$ cat src/rtl/smp_pkg.sv
`timescale 1ns / 1ps

package smp_pkg;

  localparam int DATA_W   = 32;
  localparam int POW_W    = 16;
  localparam int FRAC_W   = 16;
  localparam int SIZE_DEF = 4;

  // 1.0 in Q16.16
  localparam logic signed [DATA_W-1:0] ONE_Q = 32'sh0001_0000;

  typedef enum logic [1:0] {
    ST_LOAD,
    ST_CALC,
    ST_DRAIN,
    ST_OUT
  } state_e;

  // control that travels with one multiply-accumulate term
  typedef struct packed {
    logic valid;
    logic first;
    logic last;
  } tag_t;

endpackage

$ cat src/rtl/smp_mac.sv
`timescale 1ns / 1ps

module smp_mac import smp_pkg::*; #(
  parameter int SIZE = SIZE_DEF,
  parameter int IW   = 4
) (
  input  logic                     clk_i,
  input  logic                     rst_ni,
  input  logic signed [DATA_W-1:0] a_i,
  input  logic signed [DATA_W-1:0] b_i,
  input  tag_t                     tag_i,
  input  logic [IW-1:0]            dest_i,
  output logic                     busy_o,
  output logic                     wr_en_o,
  output logic [IW-1:0]            wr_idx_o,
  output logic [DATA_W-1:0]        wr_data_o
);

  localparam int CW = (SIZE > 1) ? $clog2(SIZE) : 1;
  localparam int PW = 2 * DATA_W;
  localparam int AW = PW + CW;
  localparam int SW = AW - FRAC_W;

  localparam logic [DATA_W-1:0] MAX_Q = {1'b0, {(DATA_W-1){1'b1}}};
  localparam logic [DATA_W-1:0] MIN_Q = {1'b1, {(DATA_W-1){1'b0}}};

  tag_t                 tag2_q, tag3_q;
  logic signed [PW-1:0] p_q;
  logic [IW-1:0]        dest2_q, dest3_q;
  logic signed [AW-1:0] acc_q, acc_d, p_ext;
  logic [SW-1:0]        sh;
  logic [SW-DATA_W:0]   top;
  logic                 ovf;

  // stage 2: product
  always_ff @(posedge clk_i or negedge rst_ni) begin
    if (!rst_ni) begin
      tag2_q <= '0;
      tag3_q <= '0;
    end else begin
      tag2_q <= tag_i;
      tag3_q <= tag2_q;
    end
  end

  always_ff @(posedge clk_i) begin
    p_q     <= a_i * b_i;
    dest2_q <= dest_i;
    if (tag2_q.valid) begin
      acc_q   <= acc_d;
      dest3_q <= dest2_q;
    end
  end

  // stage 3: exact accumulate
  always_comb begin
    p_ext = {{CW{p_q[PW-1]}}, p_q};
    acc_d = tag2_q.first ? p_ext : acc_q + p_ext;
  end

  // floor shift, then saturate when the sign bit and the bits above it disagree
  always_comb begin
    sh        = acc_q[AW-1:FRAC_W];
    top       = sh[SW-1:DATA_W-1];
    ovf       = !(&top) && (|top);
    wr_data_o = ovf ? (sh[SW-1] ? MIN_Q : MAX_Q) : sh[DATA_W-1:0];
  end

  assign wr_en_o  = tag3_q.valid && tag3_q.last;
  assign wr_idx_o = dest3_q;
  assign busy_o   = tag2_q.valid || tag3_q.valid;

endmodule

$ cat config.mk
export PLATFORM = sky130hd
export DESIGN_NAME = smp_mac
export DESIGN_NICKNAME = d
export VERILOG_FILES = /design/src/rtl/smp_pkg.sv /design/src/rtl/smp_mac.sv
export SDC_FILE = /design/constraint.sdc
export NUM_CORES = 2
export LEC_CHECK = 0
export BUFFER_PORTS_ARGS = -buffer_cell sky130_fd_sc_hd__buf_2
export CAP_MARGIN = 30
export CELL_PAD_IN_SITES_DETAIL_PLACEMENT = 0
export CELL_PAD_IN_SITES_GLOBAL_PLACEMENT = 1
export CORE_MARGIN = 2
export CORE_UTILIZATION = 49
export CTS_CLUSTER_DIAMETER = 60
export DETAILED_ROUTE_END_ITERATION = 10
export PLACE_DENSITY = 0.84
export SYNTH_ARGS = -nofsm -noshare
export SYNTH_HDL_FRONTEND = slang
export SYNTH_SLANG_ARGS = --single-unit
$ cat constraint.sdc
create_clock -name clk_i -period 3.4 [get_ports clk_i]
set_clock_uncertainty 0.1 [all_clocks]
set_input_delay 0.68 -clock clk_i [delete_from_list [all_inputs] [get_ports clk_i]]
set_output_delay 0.68 -clock clk_i [all_outputs]
set_load 0.1 [all_outputs]
## Yosys cells after proc, flatten, opt, wreduce, memory -nomap -nowiden

Cells that the tools add are included.

- Add/subtract/negate cells: 1
- Multiply operators: 1
- Div/mod/pow operators: 0
- Order comparisons: 0
- Eq/ne operators: 0
- Shift operators: 0
- Muxes and demuxes: 3
- Bitwise logic cells: 0
- Reductions and logical operators: 6

Operators with widths:

| operator | number |
|---|---|
| $add A66 B64 Y66 | 1 |
| $mux W66 | 1 |
| $mul A32 B32 Y64 | 1 |
| $mux W32 | 2 |
| $reduce_and A19 Y1 | 1 |
| $reduce_or A19 Y1 | 1 |
| $logic_and A1 B1 Y1 | 2 |
| $logic_not A1 Y1 | 1 |
| $logic_or A1 B1 Y1 | 1 |

- Register bits: 143
- Latch bits: 0
- Memory bits (writable): 0
- Memory bits (read-only): 0
- Input bits: 73
- Logic and storage cells: 20
- Memories: 0

## Depth between registers and ports, before layout

- Depth after elaboration: 4
- Gate-level depth with buffers: 29

## Worst setup path after synthesis

No wires, ideal clock.

- Path kind: input port to flip-flop
- Start: in a_i[31]
- End: reg p_q[56]
- Arrival: 7950 ps
- Data required time: 3228 ps
- Path slack: -4722 ps
- Cell stages on the path: 28
- Buffers on the path: 2
- Path through: clkbuf_1 nand2_1 inv_1 fa_1 fa_1 fa_1 inv_1 fa_1 inv_1 fa_1 inv_1 fa_1 fa_1 fa_1 inv_1 ha_1 buf_2 a21oi_1 o21ai_1 a2111oi_0 nor2_1 o41a_1 nor2_1 a21oi_1 a311oi_1 o31ai_1 a21oi_1 xnor2_1

- Word-level cells in the longest chain between the ends: 1

Ends and longest elaborated chain:

| element | RTL line | source |
|---|---|---|
| start: declaration | smp_mac.sv:9 | `input logic signed [DATA_W-1:0] a_i,` |
| $mul A32 B32 Y64 | smp_mac.sv:47 | `p_q <= a_i * b_i;` |
| end signal: assignment | smp_mac.sv:47 |  |
| end: declaration | smp_mac.sv:28 | `logic signed [PW-1:0] p_q;` |

No other way between the ends.
A chain may end at the register's enable or synchronous reset.

## Worst setup path in the final report

- Start: in a_i[18]
- End: reg p_q[57]

The elaborated chain is that of the path after synthesis.

==> metrics.md <==
| Metric | Value |
|---|---|
| Design area | about 0.056 mm2 |
| Max Slew Vio Count | 0 |
| Max-cap violations | 0 |
| Residual DRC | 0 |
| Simple-Gate Fraction of Synth Area | 15.1% |
| Clk sink count | between 100 and 150 |
| DP Area | 0.0517 mm2 |
| Mapped Area | 0.0446 mm2 |
| Layout area overhead | 26.5% |
| Synth Area in XOR/XNOR | under 10% |
| Slowest CP cell | fa_2 |
| Final Hold Viols | 0 |
| Clk_lat worst skew | approximately 450 ps |
| Yosys cell types | 75 |
| #FFs+latches synth | around 140 |
| Number of port buffers | 110 |
| Post-synthesis compound-gate area fraction | approximately 7.5% |
| Hold Path Class | input pin to flop |
| Fin nets | around 6,800 |
| GRT Util Overall | between 20 and 30% |
| Slew Limit Headroom | between 60% and 70% |
| RSZ-0062 raised after global routing | yes |
| Seq/Total Area, Yosys | under 10% |
| Post-synth EDFFs | 70 |
| Post-Syn Area per Cell | 9.32 um2 |
| Largest family of logic cells by synthesized area | adder cells |
| Avg Vias per Cell | around 5.3 |
| Most common cell after layout, fill and taps aside | fa_1 |
| Post-synthesis mux area share | less than 1% |
| Vias in the first global route | ~39,000 |
| DR WL/cell | 18.7 um |
| CP Data Arrival Time | approximately 7700 ps |
| F_max | roughly 130 MHz |
| # rows | 110 |
| GP Congestion | 0.941 |
| Failing checks | negative setup slack |
| Longest Clk Path Bufs | 2 |
| Kind of critical path | input pin to flop |
| Worst-path fanout max | 6 |
| Synth Area in Adders | between 50% and 60% |
| Total gr overflow | 0 |
| HPWL after detailed placement | 99,800 um |
| Most frequent cells in the layout | 1,024 x fa_1, 1,011 x inv_1, 593 x nand2_1 |
| H-tree Lvls | 4 |
| Synth async-reset ratio | under 10% |
| Final WL | 123,000 um |
| Routed vias | between 30,000 and 40,000 |
| Fillcell total | 7,271 |
| Chip width | about 300 um |
| Post-Syn Nets | roughly 6,200 |
| Cell mode on critical path | fa_1 |
| Count of boundary I/O pins | ~110 |
| DIE AREA | 0.0933 mm2 |
| Diode count | 0 |
| Tightest Pin Transition | between 500 and 600 ps |
| Synthesized instance count | approximately 4,800 |
| Crit path time final | 7420 ps |
| Chip height | ~300 um |
| Max incr delay on CP | between 500 and 600 ps |
| Largest net degree at the start of global routing | slightly below 60 |
| Detailed Route Iter0 Violations | between 2,000 and 2,500 |
| Final worst path period share | 218% |
| Final worst slack | -4020 ps |
| ANT nets after route | 0 |
| CTS tree | built |
| Initial core utilization | between 40% and 50% |
| First-pass GRT wire length | between 150,000 and 200,000 um |
| CTS root buffer | clkbuf_16 |
| Clock buffer count from CTS | 17 |
| Warnings, synthesis | 0 |
| First-pass DRT Iterations | 7 |
| Worst Path Required | 3640 ps |
| CORE AREA | roughly 0.09 mm2 |
| # setup viols final | 59 |
| Antenna violations before repair | 0 |
| CP Capture Type | flop |
| Synth Flop Type | edfxtp_1 |
| Clk slew on worst S/H paths | about 70 ps |
| Layout cell share with drive strength beyond 1 | between 20% and 30% |
| Outcome | complete, but fails checks |
| Nature of the critical path startpoint | input pin |
-- final timing paths --
kind                            from   endpoint  slack [ps]  depth (start not counted)
max                          a_i[18]    p_q[57]       -4020                         29
min                         tag_i[2]  tag2_q[2]         230                          1
max reg2reg                 acc_q[0]  acc_q[46]          70                         15
min reg2reg                tag2_q[0]  tag3_q[0]         260                          0
max in group asynchronous     rst_ni  tag2_q[1]        2610                          2
min in group asynchronous     rst_ni  tag2_q[0]         450                          2
-- per-stage QoR --
step | std cells | util (%) | TNS, ps | setup slack, ps | hold slack, ps
after global placement | 6414 | 57.4 | -225800 | -4750 | 232
after CTS | 6533 | 60.6 | -184440 | -3960 | 215
final | 6592 | 62.6 | -188120 | -4020 | 230
after global routing | 6592 | 62.6 | -198800 | -4230 | 211
after floorplan | 4781 | - | -180740 | -4320 | 231
after detailed placement | 6416 | 57.4 | -228840 | -4810 | 236
-- cell usage after synthesis (4+ instances only) --
cell type / instances / area, um2
fa_1: 1083 / 21700
inv_1: 1060 / 3980
nand2_1: 621 / 2330
and2_1: 525 / 3280
ha_1: 249 / 3120
clkbuf_1: 219 / 822
a21oi_1: 131 / 656
o21ai_0: 116 / 581
nor2_1: 93 / 349
a21o_1: 86 / 646
xnor2_1: 84 / 736
edfxtp_1: 70 / 2100
dfxtp_1: 68 / 1360
xor2_1: 47 / 412
o21bai_1: 26 / 195
nand3_1: 25 / 125
nand4_1: 25 / 156
nand2b_1: 21 / 131
o21a_1: 20 / 150
buf_2: 17 / 85.1
o21ai_1: 17 / 85.1
nor3_1: 16 / 80.1
a31oi_1: 13 / 81.3
o211ai_1: 12 / 90.1
and3_1: 10 / 62.6
nor2b_1: 10 / 62.6
a211oi_1: 9 / 67.6
nor4_1: 9 / 56.3
o31ai_1: 7 / 52.6
a21boi_0: 6 / 45.0
a311oi_1: 6 / 52.6
a211o_1: 5 / 43.8
dfrtp_1: 5 / 125
o41ai_1: 4 / 35.0
-- layout make-up --
class	instances	area (um2)	area share (%)
Tap cell	1176	1470	2.61
Clock buffer	20	478	0.848
Multi-Input combinational cell	3341	38400	68.1
Inverter	1060	3990	7.08
Timing Repair Buffer	840	8340	14.8
Sequential cell	143	3600	6.38
Clock inverter	12	119	0.211
-- critical path, delay by kind of cell --
| family | cells | cell delay (ps) |
|---|---|---|
| xor+xnor | 1 | 140 |
| fa+ha+maj | 9 | 4240 |
| buf+inv | 8 | 750 |
| simple gates | 2 | 200 |
| compound gates | 9 | 1630 |
-- state kept, by name, indices dropped and copies added (netlist names) --
register  flops
dest2_q       4
wr_idx_o      4
p_q          64
tag2_q        3
acc_q        66
tag3_q        2
-- per-layer routing --
metal | vias to the layer above | global-route usage, % | wire length (um)
li1 | 15500 | - | -
met1 | 17800 | 32.9 | 46900
met2 | 1015 | 49.1 | 64700
met3 | 307 | 2.50 | 5790
met4 | 0 | 10.6 | 5720
met5 | - | 0 | 0
-- kinds of logic after synthesis --
group	count (synthesis)
adder cells (fa/ha/maj)	1332
multiplexers	3
buffers and inverters	1297
AO/OA/AOI/OAI	506
AND/OR/NAND/NOR	1369
XOR/XNOR	131
flip-flops	143
-- repair_timing --
action	in CTS	in global routing
setup buffers	81	55
pin swaps	124	180
resized for setup	375	250
hold endpoints to repair	5	0
gates cloned	10	13
hold buffers	1	0
endpoints found under the setup margin	109	117
Power is left out: the tool's default activity adds up to more than one toggle a clock period on the data nets, which glitch-free logic cannot reach.
